`config.mk`:
```
export PLATFORM = sky130hd
export DESIGN_NAME = mte_out_buf
export DESIGN_NICKNAME = d
export VERILOG_FILES = /design/src/rtl/core/mte_pkg.sv /design/src/rtl/core/mte_out_buf.sv
export VERILOG_INCLUDE_DIRS = /design/src /design/src/rtl/core
export SDC_FILE = /design/constraint.sdc
export NUM_CORES = 1
export LEC_CHECK = 0
export BUFFER_PORTS_ARGS = -buffer_cell sky130_fd_sc_hd__buf_2
export CORE_ASPECT_RATIO = 0.7
export CORE_MARGIN = 3
export CORE_UTILIZATION = 30
export CTS_CLUSTER_DIAMETER = 80
export DETAILED_ROUTE_END_ITERATION = 12
export GPL_TIMING_DRIVEN = 0
export PLACE_DENSITY = 0.54
export SETUP_SLACK_MARGIN = 0.3
export SYNTH_ARGS = -nofsm -noshare
export SYNTH_HDL_FRONTEND = slang
export SYNTH_SLANG_ARGS = --single-unit
```
`constraint.sdc`:
```
create_clock -name aclk -period 4.6 [get_ports aclk]
set_input_delay 0.23 -clock aclk [delete_from_list [all_inputs] [get_ports aclk]]
set_output_delay 0.23 -clock aclk [all_outputs]
set_load 0.05 [all_outputs]
```
`src/rtl/core/midi_track_note_extractor_defines.svh`:
```
// assertion macros shared by the table, parser and output buffer files
`ifndef MIDI_TRACK_NOTE_EXTRACTOR_DEFINES_SVH
`define MIDI_TRACK_NOTE_EXTRACTOR_DEFINES_SVH

// checked outside reset
`define MTE_ASSERT_CLK(lbl, prop, msg) \
    lbl: assert property (@(posedge aclk) disable iff (!aresetn) prop) else $error(msg);

// checked at every rising edge, reset included
`define MTE_ASSERT_ALWAYS(lbl, prop, msg) \
    lbl: assert property (@(posedge aclk) prop) else $error(msg);

`endif

```
`src/rtl/core/mte_pkg.sv`:
```
package mte_pkg;

    localparam int CHANNELS_DEF  = 16;
    localparam int PITCHES_DEF   = 128;
    localparam int TIME_BITS_DEF = 48;

    localparam int DATA_W     = 8;
    localparam int CH_W       = 4;
    localparam int PITCH_W    = 7;
    localparam int OUT_TIME_W = 48;
    localparam int VARLEN_W   = 32;
    localparam int EPOCH_W    = 8;
    localparam int S_TDATA_W  = 8;
    localparam int M_TDATA_W  = 112;

    localparam logic [3:0] NIB_NOTE_OFF   = 4'h8;
    localparam logic [3:0] NIB_NOTE_ON    = 4'h9;
    localparam logic [3:0] NIB_POLY_PRESS = 4'hA;
    localparam logic [3:0] NIB_CONTROL    = 4'hB;
    localparam logic [3:0] NIB_PITCH_BEND = 4'hE;
    localparam logic [7:0] ST_SYSEX       = 8'hF0;
    localparam logic [7:0] ST_META        = 8'hFF;

    typedef enum logic [2:0] {
        PH_DELTA,
        PH_EVENT,
        PH_DATA1,
        PH_DATA2,
        PH_LEN,
        PH_SKIP
    } phase_t;

    typedef struct packed {
        logic [CH_W-1:0]       channel;
        logic [PITCH_W-1:0]    pitch;
        logic [OUT_TIME_W-1:0] start_time;
        logic [OUT_TIME_W-1:0] end_time;
        logic                  is_error;
    } note_result_t;

    typedef struct packed {
        logic rd_en;
        logic wr_en;
        logic wr_open;
        logic new_track;
    } tbl_ctrl_t;

endpackage

```
`src/rtl/core/mte_out_buf.sv`:
```
`include "midi_track_note_extractor_defines.svh"

module mte_out_buf import mte_pkg::*; (
    input  logic         aclk,
    input  logic         aresetn,
    input  logic         push,
    input  note_result_t push_data,
    output logic         full,
    output logic         m_valid,
    input  logic         m_ready,
    output note_result_t m_data
);

    logic         main_valid_reg, main_valid_next;
    logic         skid_valid_reg, skid_valid_next;
    note_result_t main_reg, main_next;
    note_result_t skid_reg, skid_next;
    logic         pop;

    always_ff @(posedge aclk) begin
        if (!aresetn) begin
            main_valid_reg <= 1'b0;
            skid_valid_reg <= 1'b0;
        end else begin
            main_valid_reg <= main_valid_next;
            skid_valid_reg <= skid_valid_next;
        end
    end

    always_ff @(posedge aclk) begin
        main_reg <= main_next;
        skid_reg <= skid_next;
    end

    always_comb begin
        pop             = main_valid_reg && m_ready;
        main_valid_next = main_valid_reg;
        skid_valid_next = skid_valid_reg;
        main_next       = main_reg;
        skid_next       = skid_reg;
        if (pop) begin
            main_valid_next = skid_valid_reg;
            main_next       = skid_reg;
            skid_valid_next = 1'b0;
        end
        if (push) begin
            if (!main_valid_next) begin
                main_next       = push_data;
                main_valid_next = 1'b1;
            end else begin
                skid_next       = push_data;
                skid_valid_next = 1'b1;
            end
        end
    end

    assign full    = skid_valid_reg;
    assign m_valid = main_valid_reg;
    assign m_data  = main_reg;

    `MTE_ASSERT_CLK(a_no_overflow, push |-> !skid_valid_reg, "push into full skid stage")
    `MTE_ASSERT_ALWAYS(a_skid_behind_main, skid_valid_reg |-> main_valid_reg, "skid holds beat ahead of main")

endmodule

```
==> impl_results.md <==
- Fmax: 0.5107 GHz
- Critical path launch point type: flip-flop
- Number of cell rows: between 40 and 50
- Critical path class: flip-flop to flip-flop
- FF-to-FF Start: m_valid$_SDFF_PN0_
- EDFF count, synth: 108
- Num ports: 222
- CP max FO: 10
- Synth area leader: edfxtp_1
- R2R setup slack: 2640 ps
- Slew @ Worst Pin: 601.2 ps
- Worst Skew: 12.70 ps
- # clock sinks: between 200 and 250
- Cells along the critical path: nand2_2, clkbuf_1, mux2_2, mux2_4
- Leak: 4.713 nW
- N_diodes: 0
- Die Area: between 20,000 and 30,000 µm²
- Stages on the worst setup path: 4
- Final ANT Viol Nets: 0
- Total congestion overflow: 0
- Syn avg cell area: 17.48 µm²
- Setup crit start: m_valid$_SDFF_PN0_
- CP peak stage delay: around 520 ps
- Final setup fails: 0
- Crit path buf inv count: 1
- Die X: between 200 and 250 µm
- Final hold vios: 0
- Synth area leaders: edfxtp_1 (40%), dfxtp_1 (27%), mux2_2 (26%)
- CP Capture Point: m_data[95]$_DFF_P_
- Layout cells sized above 1: between 50% and 60%
- Longest Clk Path Bufs: 3
- WL final: 18,650 µm
- Max-capacitance violation count: 0
- H-tree depth: 1
- Final core occ: 44.24%
- FFs w/ async S/R, synth: 0%
- First-pass GRT wire length: 28,960 µm
- Largest net degree at the start of global routing: 47
- Final GP Congestion: 0.7456
- CP arrival: 2350 ps
- CTS root buffer: clkbuf_16
- Post-Syn Area: 8163 µm²
- Depth of the most critical reg-to-reg path: 4
- Hold WC Path Type: input pin to flip-flop
- Clk pin slew, worst setup/hold paths: 60 ps
- CTS tree: built
- Crit-path leading delay family: multiplexers
- Buffers on Ports: 221
- Worst vdd ir: 0.3148 mV
- Via/cell ratio: around 4.2
- Worst Slack Setup Final: 2642 ps
- Pwr dens: 450.1 nW/µm²
- FILL cells: 2,378
- Reg2reg end: m_data[95]$_DFF_P_
- Final Critical Period: ~2000 ps
- Unique masters post-synth: 17
- Max Slew Vio Count: 0
- PostCTS Resize Cnt: 0
- Skew-Pair Late Insertion Delay: 510 ps
- Cells after Synth: 467
- Synth Register Bits: 218
- Status: finished, final reports clean
- GRT Total Usage: 12.33%
- NumNets Final: roughly 940
- Rel. slew slack: 59.92%
- DRT iter0 DRCs: 151
- Initial DRT Pass Iterations: 4
- Initial antenna violation count: 0
- Ys flop type: dfxtp_1
- Post-synth top cells: mux2_2 (188), dfxtp_1 (110), edfxtp_1 (108)
- Mapped Nets: around 580
- Area Growth Syn to Fin: 42.21%
- Synthesis Warnings: 0
- Vias in the first global route: 5,440
- Post-Place Worst Slack: around 2600 ps
- Die H: between 100 and 150 µm
- RSZ-0062 raised after global routing: no
- Period Utilization, post-route: between 40% and 50%
- Post-synth top area share: about two fifths
- Crit end category: flip-flop
- Critical Path RT: 4990 ps
- CP max stage cell: clkbuf_1
- Dpl hpwl: 13,180 µm
- Core area: approximately 26,000 µm²
- Via count: 5,072
- Initial Util: 31.11%
- Drt drc: 0
- Wirelength per Cell: 15.56 µm
- Seq/Total Area, Yosys: around 67%
- Clock buffer count from CTS: 23
- Cell with the most instances after synthesis: mux2_2
[worst min-delay path by stage]
stage             startpoint                      to  depth (start not counted)
3_5_place_dp   push_data[55]  skid_reg[55]$_DFFE_PP_                          1
5_1_grt                 push         full$_SDFF_PN0_                          3
6_report                push         full$_SDFF_PN0_                          3
4_1_cts                 push         full$_SDFF_PN0_                          3
3_3_place_gp   push_data[49]  skid_reg[49]$_DFFE_PP_                          1
2_1_floorplan   push_data[0]   skid_reg[0]$_DFFE_PP_                          0
[logic make-up after synthesis]
| group | share of synthesized area (%) |
|---|---|
| mux | 30.67 |
| compound gates | 0.3371 |
| buf+inv | 1.855 |
| flops | 66.71 |
| simple gates | 0.4293 |
[stage by stage]
step / hold WS (ps) / instance area, µm² / TNS [ps] / instances / power (mW)
finish: 64.24 / 11610 / 0 / 1199 / 5.226
global route: 92.21 / 11610 / 0 / 1199 / 5.456
floorplan: 328.9 / 8163 / 0 / 467 / 3.134
detailed placement: 421.9 / 9776 / 0 / 1047 / 3.422
CTS: 40.22 / 11610 / 0 / 1199 / 5.310
global placement: 419.1 / 9716 / -36020 / 1045 / 3.389
[layer usage]
| layer | global-route usage [%] | wire length, µm | vias to the layer above |
|---|---|---|---|
| met5 | 0 | 0 | - |
| met4 | 2.353 | 320 | 0 |
| met3 | 4.184 | 1334 | 24 |
| met2 | 21.38 | 8892 | 147 |
| met1 | 15.24 | 8104 | 2427 |
| li1 | - | - | 2474 |
[where the power goes]
part / internal [mW] / switching (mW)
Clock: 1.06 / 0.717
Sequential: 2.21 / 0.0713
Combinational: 0.439 / 0.726
Total: 3.71 / 1.52
[tightest hold or removal path: stages]
cell	delay (ps)
buf_2	120
o21ai_0	70
a21boi_0	90
[timing repair]
action                                 4_1_cts  5_1_grt
hold buffers                               110        0
setup buffers                                0        0
endpoints found under the hold margin      218        0
[layout make-up]
class	count	area, µm²	area share [%]
repair buffers	333	2262	19.49
flip-flops and latches	218	5445	46.91
plain buffers	23	151.4	1.304
clock inverters	5	53.80	0.4635
multi-input cells	226	2571	22.15
well taps	357	446.7	3.848
clock buffers	37	678.2	5.842
[cells in the final DEF, fill, tap and decap left out, types with 2 or more instances in the layout]
cell type	count
clkbuf_8	5
buf_2	237
buf_6	6
mux2_1	9
nor2b_1	2
clkinv_2	3
edfxtp_1	108
dfxtp_1	110
dlygate4sd3_1	110
mux2_4	19
buf_16	2
clkbuf_1	10
mux2_2	188
clkbuf_16	23
No activity file was read; power rests on OpenSTA's default activity.
