===== src/rtl/core/midi_track_note_extractor_defines.svh =====
// assertion macros shared by the table, parser and output buffer files
`ifndef MIDI_TRACK_NOTE_EXTRACTOR_DEFINES_SVH
`define MIDI_TRACK_NOTE_EXTRACTOR_DEFINES_SVH

// checked outside reset
`define MTE_ASSERT_CLK(lbl, prop, msg) \
    lbl: assert property (@(posedge aclk) disable iff (!aresetn) prop) else $error(msg);

// checked at every rising edge, reset included
`define MTE_ASSERT_ALWAYS(lbl, prop, msg) \
    lbl: assert property (@(posedge aclk) prop) else $error(msg);

`endif


===== src/rtl/core/mte_pkg.sv =====
package mte_pkg;

    localparam int CHANNELS_DEF  = 16;
    localparam int PITCHES_DEF   = 128;
    localparam int TIME_BITS_DEF = 48;

    localparam int DATA_W     = 8;
    localparam int CH_W       = 4;
    localparam int PITCH_W    = 7;
    localparam int OUT_TIME_W = 48;
    localparam int VARLEN_W   = 32;
    localparam int EPOCH_W    = 8;
    localparam int S_TDATA_W  = 8;
    localparam int M_TDATA_W  = 112;

    localparam logic [3:0] NIB_NOTE_OFF   = 4'h8;
    localparam logic [3:0] NIB_NOTE_ON    = 4'h9;
    localparam logic [3:0] NIB_POLY_PRESS = 4'hA;
    localparam logic [3:0] NIB_CONTROL    = 4'hB;
    localparam logic [3:0] NIB_PITCH_BEND = 4'hE;
    localparam logic [7:0] ST_SYSEX       = 8'hF0;
    localparam logic [7:0] ST_META        = 8'hFF;

    typedef enum logic [2:0] {
        PH_DELTA,
        PH_EVENT,
        PH_DATA1,
        PH_DATA2,
        PH_LEN,
        PH_SKIP
    } phase_t;

    typedef struct packed {
        logic [CH_W-1:0]       channel;
        logic [PITCH_W-1:0]    pitch;
        logic [OUT_TIME_W-1:0] start_time;
        logic [OUT_TIME_W-1:0] end_time;
        logic                  is_error;
    } note_result_t;

    typedef struct packed {
        logic rd_en;
        logic wr_en;
        logic wr_open;
        logic new_track;
    } tbl_ctrl_t;

endpackage


===== src/rtl/core/mte_parser.sv =====
`include "midi_track_note_extractor_defines.svh"

module mte_parser import mte_pkg::*; #(
    parameter int CHANNELS  = CHANNELS_DEF,
    parameter int PITCHES   = PITCHES_DEF,
    parameter int TIME_BITS = TIME_BITS_DEF
) (
    input  logic                                                     aclk,
    input  logic                                                     aresetn,
    input  logic                                                     in_acc,
    input  logic [DATA_W-1:0]                                        in_byte,
    input  logic                                                     in_track_start,
    output tbl_ctrl_t                                                tbl_ctrl,
    output logic [((CHANNELS * PITCHES > 1) ? $clog2(CHANNELS * PITCHES) : 1)-1:0] rd_addr,
    output logic [((CHANNELS * PITCHES > 1) ? $clog2(CHANNELS * PITCHES) : 1)-1:0] wr_addr,
    output logic [TIME_BITS-1:0]                                     wr_start,
    input  logic                                                     tbl_hit,
    input  logic [TIME_BITS-1:0]                                     tbl_start,
    output logic                                                     res_valid,
    output note_result_t                                             res
);

    localparam int DEPTH  = CHANNELS * PITCHES;
    localparam int ADDR_W = (DEPTH > 1) ? $clog2(DEPTH) : 1;
    localparam int IDX_W  = CH_W + PITCH_W + 1;

    phase_t               phase_reg, phase_next, ph_eff;
    logic [VARLEN_W-1:0]  delta_reg, delta_next, delta_eff;
    logic [TIME_BITS-1:0] time_reg, time_next, time_eff;
    logic [DATA_W-1:0]    status_reg, status_next, status_eff;
    logic [PITCH_W-1:0]   first_reg, first_next, first_eff;
    logic [VARLEN_W-1:0]  skip_reg, skip_next, skip_eff;
    logic                 halted_reg, halted_next, halted_eff;
    logic                 pend_reg, pend_next;
    logic [ADDR_W-1:0]    pend_addr_reg, pend_addr_next;

    logic [VARLEN_W-1:0]  delta_shift, skip_shift, skip_dec;
    logic [TIME_BITS:0]   time_sum;
    logic [TIME_BITS-1:0] time_sat;
    logic [3:0]           nib;
    logic [CH_W-1:0]      ch;
    logic [PITCH_W-1:0]   pitch_in;
    logic                 in_range, note_class, data2_class;
    logic [IDX_W-1:0]     idx;
    phase_t               fb_phase;
    logic [VARLEN_W-1:0]  fb_skip;

    always_ff @(posedge aclk) begin
        if (!aresetn) begin
            phase_reg  <= PH_DELTA;
            delta_reg  <= '0;
            time_reg   <= '0;
            status_reg <= '0;
            first_reg  <= '0;
            skip_reg   <= '0;
            halted_reg <= 1'b0;
            pend_reg   <= 1'b0;
        end else begin
            phase_reg  <= phase_next;
            delta_reg  <= delta_next;
            time_reg   <= time_next;
            status_reg <= status_next;
            first_reg  <= first_next;
            skip_reg   <= skip_next;
            halted_reg <= halted_next;
            pend_reg   <= pend_next;
        end
    end

    always_ff @(posedge aclk) begin
        pend_addr_reg <= pend_addr_next;
    end

    // track start clears the parse state before the byte is parsed
    always_comb begin
        ph_eff     = in_track_start ? PH_DELTA : phase_reg;
        delta_eff  = in_track_start ? '0 : delta_reg;
        time_eff   = in_track_start ? '0 : time_reg;
        status_eff = in_track_start ? '0 : status_reg;
        first_eff  = in_track_start ? '0 : first_reg;
        skip_eff   = in_track_start ? '0 : skip_reg;
        halted_eff = in_track_start ? 1'b0 : halted_reg;
    end

    // varlen shifts and saturating time add
    always_comb begin
        delta_shift = {delta_eff[VARLEN_W-8:0], in_byte[6:0]};
        skip_shift  = {skip_eff[VARLEN_W-8:0], in_byte[6:0]};
        skip_dec    = (skip_eff != '0) ? skip_eff - 1'b1 : '0;
        time_sum    = {1'b0, time_eff} + (TIME_BITS + 1)'(delta_shift);
        time_sat    = time_sum[TIME_BITS] ? '1 : time_sum[TIME_BITS-1:0];
    end

    // first data byte under running status
    always_comb begin
        nib         = status_eff[7:4];
        ch          = status_eff[3:0];
        pitch_in    = in_byte[6:0];
        in_range    = ({1'b0, ch} < (CH_W + 1)'(CHANNELS)) &&
                      ({1'b0, pitch_in} < (PITCH_W + 1)'(PITCHES));
        note_class  = (nib == NIB_NOTE_OFF) || (nib == NIB_NOTE_ON);
        data2_class = note_class || (nib == NIB_POLY_PRESS) ||
                      (nib == NIB_CONTROL) || (nib == NIB_PITCH_BEND);
        idx         = IDX_W'(ch) * IDX_W'(PITCHES) + IDX_W'(pitch_in);
        rd_addr     = idx[ADDR_W-1:0];
        fb_skip     = skip_eff;
        if (data2_class) begin
            fb_phase = PH_DATA2;
        end else if (status_eff == ST_SYSEX) begin
            fb_skip  = VARLEN_W'(pitch_in);
            fb_phase = (pitch_in != '0) ? PH_SKIP : PH_DELTA;
        end else if (status_eff == ST_META) begin
            fb_skip  = '0;
            fb_phase = PH_LEN;
        end else begin
            fb_phase = PH_DELTA;
        end
    end

    always_comb begin
        phase_next     = phase_reg;
        delta_next     = delta_reg;
        time_next      = time_reg;
        status_next    = status_reg;
        first_next     = first_reg;
        skip_next      = skip_reg;
        halted_next    = halted_reg;
        pend_next      = pend_reg;
        pend_addr_next = pend_addr_reg;
        tbl_ctrl       = '0;
        res_valid      = 1'b0;
        res            = '0;
        if (in_acc) begin
            tbl_ctrl.new_track = in_track_start;
            phase_next  = ph_eff;
            delta_next  = delta_eff;
            time_next   = time_eff;
            status_next = status_eff;
            first_next  = first_eff;
            skip_next   = skip_eff;
            halted_next = halted_eff;
            if (!halted_eff) begin
                case (ph_eff)
                    PH_DELTA: begin
                        delta_next = delta_shift;
                        if (!in_byte[7]) begin
                            time_next  = time_sat;
                            delta_next = '0;
                            phase_next = PH_EVENT;
                        end
                    end
                    PH_EVENT, PH_DATA1: begin
                        if (in_byte[7]) begin
                            if (ph_eff == PH_EVENT) begin
                                status_next = in_byte;
                                phase_next  = PH_DATA1;
                            end else begin
                                res_valid      = 1'b1;
                                res.is_error   = 1'b1;
                                halted_next    = 1'b1;
                                phase_next     = PH_DELTA;
                            end
                        end else begin
                            first_next     = pitch_in;
                            skip_next      = fb_skip;
                            phase_next     = fb_phase;
                            pend_next      = note_class && in_range;
                            pend_addr_next = rd_addr;
                            tbl_ctrl.rd_en = note_class && in_range;
                        end
                    end
                    PH_DATA2: begin
                        if (pend_reg) begin
                            tbl_ctrl.wr_en   = 1'b1;
                            tbl_ctrl.wr_open = (nib == NIB_NOTE_ON) && (in_byte != '0);
                            res_valid        = tbl_hit;
                        end
                        res.channel    = ch;
                        res.pitch      = first_eff;
                        res.start_time = OUT_TIME_W'(tbl_start);
                        res.end_time   = OUT_TIME_W'(time_eff);
                        pend_next      = 1'b0;
                        phase_next     = PH_DELTA;
                    end
                    PH_LEN: begin
                        skip_next = skip_shift;
                        if (!in_byte[7]) begin
                            phase_next = (skip_shift != '0) ? PH_SKIP : PH_DELTA;
                        end
                    end
                    PH_SKIP: begin
                        skip_next = skip_dec;
                        if (skip_dec == '0) begin
                            phase_next = PH_DELTA;
                        end
                    end
                    default: begin
                        phase_next = PH_DELTA;
                    end
                endcase
            end
        end
        if (!res_valid) begin
            res = '0;
        end
    end

    assign wr_addr  = pend_addr_reg;
    assign wr_start = time_eff;

    `MTE_ASSERT_CLK(a_rd_wr_excl, !(tbl_ctrl.rd_en && tbl_ctrl.wr_en), "table read and write in one beat")
    `MTE_ASSERT_CLK(a_halt_silent, halted_reg && !in_track_start |-> !res_valid, "result while halted")
    `MTE_ASSERT_CLK(a_write_needs_pend, tbl_ctrl.wr_en |-> pend_reg && phase_reg == PH_DATA2, "table write without pending lookup")

endmodule


===== config.mk =====
export PLATFORM = sky130hd
export DESIGN_NAME = mte_parser
export DESIGN_NICKNAME = d
export VERILOG_FILES = /design/src/rtl/core/mte_pkg.sv /design/src/rtl/core/mte_parser.sv
export VERILOG_INCLUDE_DIRS = /design/src /design/src/rtl/core
export SDC_FILE = /design/constraint.sdc
export NUM_CORES = 1
export LEC_CHECK = 0
export BUFFER_PORTS_ARGS = -buffer_cell sky130_fd_sc_hd__buf_2
export CORE_MARGIN = 4
export CORE_UTILIZATION = 55
export CTS_CLUSTER_DIAMETER = 200
export DETAILED_ROUTE_END_ITERATION = 10
export PLACE_DENSITY_LB_ADDON = 0.05
export REMOVE_ABC_BUFFERS = 1
export SLEW_MARGIN = 20
export SYNTH_ARGS = -nofsm -noshare
export SYNTH_HDL_FRONTEND = slang
export SYNTH_SLANG_ARGS = --single-unit

===== constraint.sdc =====
create_clock -name aclk -period 6.25 [get_ports aclk]
set_input_delay 1.25 -clock aclk [delete_from_list [all_inputs] [get_ports aclk]]
set_output_delay 1.25 -clock aclk [all_outputs]
set_load 0.05 [all_outputs]

==> impl_metrics.json, run 1 <==
{
  "status": "finished clean",
  "vias_per_cell": 6.268,
  "synth_seq_area_share_pct": 27.96,
  "startpoint": "in_track_start",
  "clock-root-buffer": "clkbuf_16",
  "tightest_slew_ns": 1.102,
  "globalplace.congestion": 1.004,
  "grt_max_degree": 103,
  "cp_num_buf_inv": 4,
  "cp_slowest_cell": "buf_4",
  "grt-busiest-layer": "met2",
  "grt_setup_unrepaired": "false",
  "num_rows": 49,
  "finalInstanceArea_mm2": 0.01195,
  "routed_wl_um": 37100,
  "cts_setup_buffers": 0,
  "setup_violations": 0,
  "io_pins": 244,
  "dp_hpwl_um": 26910,
  "worstPathRequired_ns": 5.00,
  "grtUsageMet3_pct": 6.855,
  "leakagePower_nw": 5.249,
  "synth_warnings": 0,
  "critical_path.max_fanout": 102,
  "p_sw_uw": 687.6,
  "cts.path.max_buffers": 2,
  "critPathArrivalTime_ns": 3.94,
  "fmax_mhz": 192.6,
  "holdWs_ns": 0.4524,
  "end_kind": "output pin",
  "drive_above_1_share_pct": 20.01,
  "power_frac_seq_pct": 40.1,
  "worstSkewPairLatency_ns": 0.43,
  "fin_nets": 1667,
  "use_met2_pct": 56.39,
  "antenna_found_initial": 0,
  "track_usage_pct": 34.83,
  "ys_ff_latch": 136,
  "rr_endpoint": "time_reg[42]",
  "cts.clk_slew.worst_paths_ns": 0.06,
  "p_clk_share_pct": 45.5,
  "path_class": "in2out",
  "numCtsBuffers": 17,
  "powerDensity_mw_per_mm2": 190.5,
  "syn_inst": 1398,
  "die_w_um": 143.7,
  "rrSetupSlack_ns": 2.35,
  "timing.hold.worst.start": "time_reg[4]",
  "grt_pass1_wl_um": 56680,
  "hp-class": "reg2reg",
  "cts_tree": "done",
  "cts_sinks": 136,
  "post_layout_nonfiller_instances": 1813,
  "cts_hold_buf": 0,
  "drtPass1Iterations": 5,
  "wl_per_cell_um": 20.46,
  "grt-ovfl-total": 0,
  "synth.avg_cell_area_um2": 7.246,
  "ctsHtreeMaxLevel": 4,
  "met1_usage_pct": 46.56,
  "ir_drop_v": 0.0001962,
  "yosysUniqueCellTypes": 76,
  "p_sw_share_pct": 30.22,
  "vias": 11360,
  "ant_nets": 0,
  "grt_pass1_vias": 9964,
  "critical_path_depth": 9,
  "die-area_mm2": 0.02065,
  "ys.flop_type": "dfxtp_1",
  "crit_family": "buffers and inverters",
  "maxSlewHeadroom_pct": 26.55,
  "drv_slew": 0,
  "async_reset_ff_share_pct": 0,
  "r2r_cells": 14,
  "ctsResizeCount": 0,
  "finClkSkew_ns": 0.007488,
  "dp.cells": 1781,
  "chipHeight_um": 143.7,
  "drt-initial-drc-count": 1107,
  "critPathMaxStageDelay_ns": 0.56,
  "fin_crit_ns": 5.192,
  "cap_viol_max_count": 0,
  "p_int_mw": 1.588,
  "startpoint_type": "input pin",
  "port_buffers": 243,
  "largest_reg_flops": 48,
  "antenna_cells": 0,
  "syn_area_mm2": 0.01013,
  "dpl_cell_area_mm2": 0.01135,
  "rr_startpoint": "time_reg[0]",
  "tns_ns": 0,
  "path_common_cell": "buf_4",
  "synth_edf_count": 11,
  "cp_cell_sequence": "buf_4 > buf_4 > nor3_1 > nand3_1 > a21oi_1 > and3_2 > buf_4 > and2_1 > buf_2",
  "start_util_pct": 56.20,
  "hold_viol": 0,
  "area_growth_pct": 17.92,
  "coreArea_mm2": 0.01802,
  "combPwrFrac_pct": 14.4,
  "drc": 0,
  "fin_crit_sh_pct": 83.08,
  "utilization_pct": 66.27,
  "crit_end": "res[94]"
}
[layer usage]
| metal | vias up | routed length, um | part of all wire [%] |
|---|---|---|---|
| met5 | - | 0 | 0 |
| met4 | 0 | 1222 | 3.3 |
| met3 | 80 | 3476 | 9.4 |
| met2 | 626 | 17160 | 46 |
| met1 | 5293 | 15240 | 41 |
| li1 | 5364 | - | - |
[per-stage QoR]
step	worst slack (ns)	power, mW
floorplan	0.07935	1.113
global placement	0.9825	1.250
detailed placement	1.016	1.253
CTS	1.069	2.277
global route	0.8962	2.346
finish	1.058	2.276
[synth_stat cells, types with 9 or more instances]
library cell,n,area [um^2]
a211oi_1,21,157.7
a21o_1,21,157.7
a21oi_1,126,630.6
a22oi_1,41,307.8
a31oi_1,11,68.82
and2_1,107,669.4
and3_1,12,75.07
clkbuf_1,94,352.8
dfxtp_1,125,2502
edfxtp_1,11,330.3
ha_1,34,425.4
inv_1,20,75.07
nand2_1,140,525.5
nand2b_1,11,68.82
nand3_1,57,285.3
nand4_1,12,75.07
nor2_1,139,521.8
nor2b_1,81,506.7
nor3_1,32,160.2
nor4_1,18,112.6
o211ai_1,9,67.56
o21ai_0,70,350.3
or3_1,10,62.56
or4_1,12,90.09
xnor2_1,27,236.5
xor2_1,14,122.6
[power by group through the flow]
stage                     logic, mW  registers, mW  clock network [mW]
after floorplan               0.187          0.927                   0
after global placement        0.319          0.931                   0
after detailed placement      0.322          0.931                   0
after CTS                     0.324          0.912                1.04
after global routing          0.353          0.914                1.08
final                         0.329          0.913                1.03
[worst reg2reg max path, stage by stage, from the launching register on]
cell      delay [ns]
dfxtp_1         0.37
nor2b_1         0.23
ha_1            0.22
inv_1           0.06
fa_1            0.41
nor2b_1         0.18
o31a_1          0.21
o211a_1         0.23
a211oi_1        0.08
buf_4           0.16
o21ba_2         0.26
o31a_1          0.47
nor4_1          0.50
o21ai_0         0.14
a221oi_1        0.29
[how the worst min path moves through the flow]
stage | cells past startpoint | end | slack (ns)
floorplan | 2 | delta_reg[18] | 0.43
global placement | 2 | delta_reg[18] | 0.44
detailed placement | 2 | time_reg[27] | 0.44
CTS | 2 | time_reg[27] | 0.45
global route | 2 | time_reg[27] | 0.46
finish | 2 | time_reg[4] | 0.45
[logic make-up (layout without fill, tap and decap cells)]
logic type,count (synthesis),in the layout,share of synthesized area (%)
simple gates,661,661,33.68
compound gates,389,389,24.68
flops,136,136,27.96
buf+inv,132,318,5.323
xor+xnor,41,41,3.545
fa+ha+maj,35,35,4.397
mux,4,4,0.4076
[placed cells by master (no fill, tap or decap), types with 7 or more instances in the layout]
master	count
buf_2	242
nand2_1	140
nor2_1	137
a21oi_1	126
dfxtp_1	125
and2_1	107
nor2b_1	81
o21ai_0	67
nand3_1	57
a22oi_1	41
ha_1	34
nor3_1	31
xnor2_1	27
buf_4	23
a211oi_1	21
a21o_1	21
inv_1	19
nor4_1	18
clkbuf_16	17
xor2_1	14
or4_1	12
nand4_1	12
nand2b_1	11
and3_1	11
a31oi_1	11
edfxtp_1	11
or3_1	10
o211ai_1	9
a22o_1	8
o21a_1	7
o21ai_1	7
o22ai_1	7
[area by class of cell]
class / count / area, um^2
multi-input combinational: 1130 / 6769
clock buffer: 17 / 425.4
sequential: 136 / 2833
fill: 1655 / 6080
tap: 229 / 286.5
clock inverter: 15 / 167.7
inverter: 21 / 80.08
timing repair buffer: 265 / 1384
Note: power is estimated with default switching activity, not from simulation.
==> inputs of run 2 (changes only) <==
==> constraint.sdc (replaced) <==
create_clock -name aclk -period 4.9 [get_ports aclk]
set_input_delay 0.98 -clock aclk [delete_from_list [all_inputs] [get_ports aclk]]
set_output_delay 0.98 -clock aclk [all_outputs]
set_load 0.05 [all_outputs]
==> impl_metrics.json, run 2 (same netlist as run 1, synthesis figures left out) <==
{
  "vias": 11440,
  "track_usage_pct": 35.36,
  "grt_setup_unrepaired": "false",
  "antenna_found_initial": 0,
  "cts.clk_slew.worst_paths_ns": 0.06,
  "ctsResizeCount": 0,
  "p_sw_uw": 840.2,
  "holdWs_ns": 0.4467,
  "critical_path.max_fanout": 36,
  "grt_pass1_vias": 10230,
  "hp-class": "reg2reg",
  "p_clk_share_pct": 44.2,
  "cts.path.max_buffers": 2,
  "chipHeight_um": 143.7,
  "routed_wl_um": 37600,
  "cts_setup_buffers": 0,
  "ctsHtreeMaxLevel": 4,
  "r2r_cells": 13,
  "num_rows": 49,
  "drv_slew": 0,
  "fin_nets": 1690,
  "drtPass1Iterations": 8,
  "fillers": 1591,
  "dp_hpwl_um": 27930,
  "worstSkewPairLatency_ns": 0.43,
  "rrSetupSlack_ns": 1.14,
  "die_w_um": 143.7,
  "start_util_pct": 56.20,
  "leakagePower_nw": 5.361,
  "whs_path_depth": 2,
  "critPathArrivalTime_ns": 3.23,
  "die-area_mm2": 0.02065,
  "maxSlewHeadroom_pct": 35.01,
  "clock-root-buffer": "clkbuf_16",
  "status": "finished clean",
  "hold_path_end": "delta_reg[22]",
  "port_buffers": 243,
  "fin_crit_sh_pct": 85.93,
  "rr_endpoint": "time_reg[42]",
  "cts_sinks": 136,
  "antenna_cells": 0,
  "cts_hold_buf": 0,
  "hold_viol": 0,
  "drc": 0,
  "setup_violations": 0,
  "io_pins": 244,
  "drive_above_1_share_pct": 20.78,
  "p_sw_share_pct": 29.39,
  "finalInstanceArea_mm2": 0.01214,
  "wl_per_cell_um": 20.48,
  "cts_tree": "done",
  "area_growth_pct": 19.80,
  "timing.hold.worst.start": "delta_reg[22]",
  "end_kind": "output pin",
  "fmax_mhz": 237.5,
  "largest_reg_flops": 48,
  "grt-ovfl-total": 0,
  "rr_startpoint": "time_reg[0]",
  "coreArea_mm2": 0.01802,
  "powerDensity_mw_per_mm2": 235.6,
  "globalplace.congestion": 1.008,
  "combPwrFrac_pct": 15.1,
  "utilization_pct": 67.33,
  "path_class": "in2out",
  "vias_per_cell": 6.231,
  "ant_nets": 0,
  "grt_max_degree": 80,
  "tightest_slew_ns": 0.9660,
  "grt_pass1_wl_um": 57330,
  "layout_common_cells": "buf_2, nand2_1, nor2_1",
  "p_int_mw": 2.018,
  "dpl_cell_area_mm2": 0.01157,
  "drt-initial-drc-count": 1271,
  "fin_crit_ns": 4.210,
  "worstPathRequired_ns": 3.92,
  "layout.cells.most_common": "buf_2",
  "finClkSkew_ns": 0.008524,
  "startpoint_type": "input pin",
  "ir_drop_v": 0.0002499,
  "tns_ns": 0,
  "power_frac_seq_pct": 40.8,
  "numCtsBuffers": 17,
  "cap_viol_max_count": 0
}
-- run 2: changes by cell type in the layout (fill, tap and decap cells not counted) --
cell | previous run | this run
buf_12 | 0 | 4
buf_2 | 242 | 241
buf_4 | 23 | 43
clkbuf_1 | 0 | 1
clkinv_1 | 1 | 4
clkinv_2 | 2 | 4
inv_6 | 5 | 0
inv_8 | 1 | 0
nor2_1 | 137 | 139
nor2_2 | 2 | 0
-- run 2: area by class of cell --
| class | count | area (um^2) | area share, % |
|---|---|---|---|
| Sequential cell | 136 | 2833 | 23.34 |
| Timing Repair Buffer | 288 | 1609 | 13.26 |
| Inverter | 21 | 80.08 | 0.6599 |
| Clock inverter | 14 | 133.9 | 1.103 |
| Clock buffer | 18 | 429.2 | 3.536 |
| Multi-Input combinational cell | 1130 | 6764 | 55.74 |
| Tap cell | 229 | 286.5 | 2.361 |
-- run 2: worst max-delay path by stage --
stage,startpoint,endpoint,slack (ns),cells past startpoint
after floorplan,in_byte[7],res[100],-0.73,5
final,in_track_start,res[24],0.69,9
after detailed placement,in_track_start,time_reg[42],0.39,14
after global placement,in_track_start,time_reg[42],0.53,13
after CTS,in_track_start,res[24],0.71,9
after global routing,in_track_start,res[24],0.51,9
-- run 2: critical path: stages --
cell and delay, ns:
buf_4 0.24, buf_4 0.26, nor3_1 0.33, nand3_1 0.13, a21oi_1 0.23, and3_2 0.25
buf_4 0.26, and2_1 0.23, buf_2 0.28
-- run 2: power groups by stage --
stage          registers (mW)  clock network, mW  logic [mW]
2_1_floorplan            1.18                  0       0.238
3_3_place_gp             1.19                  0       0.418
3_5_place_dp             1.19                  0       0.422
4_1_cts                  1.16               1.27       0.424
5_1_grt                  1.17               1.32       0.462
6_report                 1.17               1.26       0.431
-- run 2: metal layers --
metal / GRT usage [%] / vias to the layer above / wire length [um]
met3: 7.987 / 86 / 3903
met2: 57.62 / 659 / 17510
li1: - / 5404 / -
met4: 13.08 / 0 / 1261
met5: 0 / - / 0
met1: 45.99 / 5292 / 14920
-- run 2: metrics by stage --
stage | worst slack (ns) | power, mW | std cells
2_1_floorplan | -0.7307 | 1.420 | 1287
3_3_place_gp | 0.5275 | 1.606 | 1804
3_5_place_dp | 0.3928 | 1.610 | 1804
4_1_cts | 0.7052 | 2.854 | 1836
5_1_grt | 0.5098 | 2.953 | 1836
6_report | 0.6896 | 2.859 | 1836
==> inputs of run 3 (changes only) <==
--- a/config.mk
+++ b/config.mk
@@ -13,7 +13,6 @@
 export DETAILED_ROUTE_END_ITERATION = 10
 export PLACE_DENSITY_LB_ADDON = 0.05
 export REMOVE_ABC_BUFFERS = 1
-export SLEW_MARGIN = 20
 export SYNTH_ARGS = -nofsm -noshare
 export SYNTH_HDL_FRONTEND = slang
 export SYNTH_SLANG_ARGS = --single-unit
==> constraint.sdc (replaced) <==
create_clock -name aclk -period 4.7 [get_ports aclk]
set_input_delay 0.94 -clock aclk [delete_from_list [all_inputs] [get_ports aclk]]
set_output_delay 0.94 -clock aclk [all_outputs]
set_load 0.05 [all_outputs]
==> impl_metrics.json, run 3 (same netlist as run 1, synthesis figures left out) <==
{
  "status": "finished clean",
  "coreArea_mm2": 0.01802,
  "path_class": "in2out",
  "p_int_mw": 2.081,
  "layout_common_cells": "buf_2, nand2_1, nor2_1",
  "path_common_cell": "buf_4",
  "start_util_pct": 56.20,
  "fin_nets": 1695,
  "clock-root-buffer": "clkbuf_16",
  "finClkSkew_ns": 0.005511,
  "fin_crit_sh_pct": 88.41,
  "grt_pass1_wl_um": 57930,
  "cts_setup_buffers": 0,
  "end_kind": "output pin",
  "die-area_mm2": 0.02065,
  "grt_setup_unrepaired": "false",
  "fmax_mhz": 240.7,
  "rr_startpoint": "time_reg[0]",
  "worstSkewPairLatency_ns": 0.43,
  "critical_path.max_fanout": 28,
  "cp_slowest_cell": "and3_2",
  "largest_reg_flops": 48,
  "routed_wl_um": 38180,
  "antenna_found_initial": 1,
  "startpoint": "in_track_start",
  "leakagePower_nw": 5.407,
  "rr_endpoint": "time_reg[42]",
  "cp_cell_sequence": "buf_4 > clkinv_1 > buf_4 > and3_1 > o21ai_0 > a21oi_1 > and3_2 > buf_4 > and2_1 > buf_2",
  "cap_viol_max_count": 0,
  "rrSetupSlack_ns": 0.94,
  "cts.clk_slew.worst_paths_ns": 0.06,
  "ant_nets": 0,
  "power_mw": 3.017,
  "area_growth_pct": 20.48,
  "combPwrFrac_pct": 15.1,
  "utilization_pct": 67.71,
  "maxSlewHeadroom_pct": 30.24,
  "crit_family": "buffers and inverters",
  "cts_hold_buf": 0,
  "drt-initial-drc-count": 1297,
  "num_rows": 49,
  "post_layout_nonfiller_instances": 1842,
  "power_frac_seq_pct": 40.2,
  "chipHeight_um": 143.7,
  "cts_sinks": 136,
  "io_pins": 244,
  "hold_path_end": "delta_reg[23]",
  "ctsHtreeMaxLevel": 4,
  "cts_tree": "done",
  "drv_slew": 0,
  "port_buffers": 243,
  "ctsResizeCount": 0,
  "worstPathRequired_ns": 3.76,
  "vias_per_cell": 6.296,
  "setup_violations": 0,
  "cts.path.max_buffers": 2,
  "hp-class": "reg2reg",
  "drtPass1Iterations": 7,
  "cp_num_buf_inv": 5,
  "track_usage_pct": 35.87,
  "dp.cells": 1809,
  "die_w_um": 143.7,
  "layout.cells.most_common": "buf_2",
  "whs_path_depth": 2,
  "grt_pass1_vias": 10260,
  "p_sw_uw": 935.6,
  "grt_max_degree": 63,
  "p_sw_share_pct": 31.01,
  "vias": 11600,
  "r2r_cells": 13,
  "wl_per_cell_um": 20.73,
  "drc": 0,
  "ir_drop_v": 0.0002601,
  "fillers": 1617,
  "drive_above_1_share_pct": 21.28,
  "dpl_cell_area_mm2": 0.01162,
  "grt-ovfl-total": 0,
  "globalplace.congestion": 1.016,
  "powerDensity_mw_per_mm2": 247.2,
  "hold_viol": 0,
  "numCtsBuffers": 17,
  "finalInstanceArea_mm2": 0.01220,
  "startpoint_type": "input pin",
  "critPathArrivalTime_ns": 3.22,
  "fin_crit_ns": 4.155,
  "timing.hold.worst.start": "delta_reg[23]",
  "tightest_slew_ns": 1.046,
  "p_clk_share_pct": 44.7,
  "critPathMaxStageDelay_ns": 0.53,
  "dp_hpwl_um": 27910
}
==> run 3: routing by layer <==
metal	part of all wire, %	GRT usage (%)	up-vias
met5	0	0	-
met4	4.8	17.74	0
met3	11	8.652	104
met2	44	56.04	711
met1	40	46.47	5377
li1	-	-	5405
==> run 3: worst max-delay path by stage <==
stage                               to  slack (ns)  cells after the start
final                          res[88]        0.54                     10
after global routing           res[88]        0.33                      9
after CTS                      res[88]        0.56                      9
after detailed placement  time_reg[42]        0.33                     13
after global placement    time_reg[42]        0.37                     13
after floorplan               res[100]       -0.85                      5
==> run 3: layout make-up <==
| cell class | count | area [um^2] | share of cell area (%) |
|---|---|---|---|
| antenna | 1 | 2.502 | 0.02050 |
| clock buffer | 17 | 425.4 | 3.486 |
| clock inverter | 15 | 153.9 | 1.261 |
| inverter | 21 | 80.08 | 0.6561 |
| multi-input combinational | 1130 | 6764 | 55.42 |
| sequential | 136 | 2833 | 23.21 |
| tap | 229 | 286.5 | 2.348 |
| timing repair buffer | 293 | 1659 | 13.59 |
==> run 3: power by group through the flow <==
stage	logic, mW	clock network [mW]	registers (mW)
finish	0.455	1.35	1.21
global route	0.488	1.41	1.22
CTS	0.445	1.36	1.21
detailed placement	0.443	0	1.24
global placement	0.441	0	1.24
floorplan	0.248	0	1.23
==> run 3: through the flow <==
stage / worst slack, ns / TNS, ns / hold WS, ns
floorplan: -0.8507 / -96.84 / 0.4273
global placement: 0.3657 / 0 / 0.4357
detailed placement: 0.3318 / 0 / 0.4454
CTS: 0.5607 / 0 / 0.4539
global route: 0.3315 / 0 / 0.4690
finish: 0.5449 / 0 / 0.4525
==> run 3: worst register-to-register path, cell delays in order (launching register included) <==
cell	delay, ns
dfxtp_1	0.39
nor2b_1	0.25
ha_1	0.25
inv_1	0.07
fa_1	0.40
nor2b_1	0.17
o31a_1	0.22
o211a_1	0.23
a211oi_1	0.13
o21ba_2	0.27
o31a_1	0.45
nor4_1	0.40
o21ai_0	0.13
a221oi_1	0.32
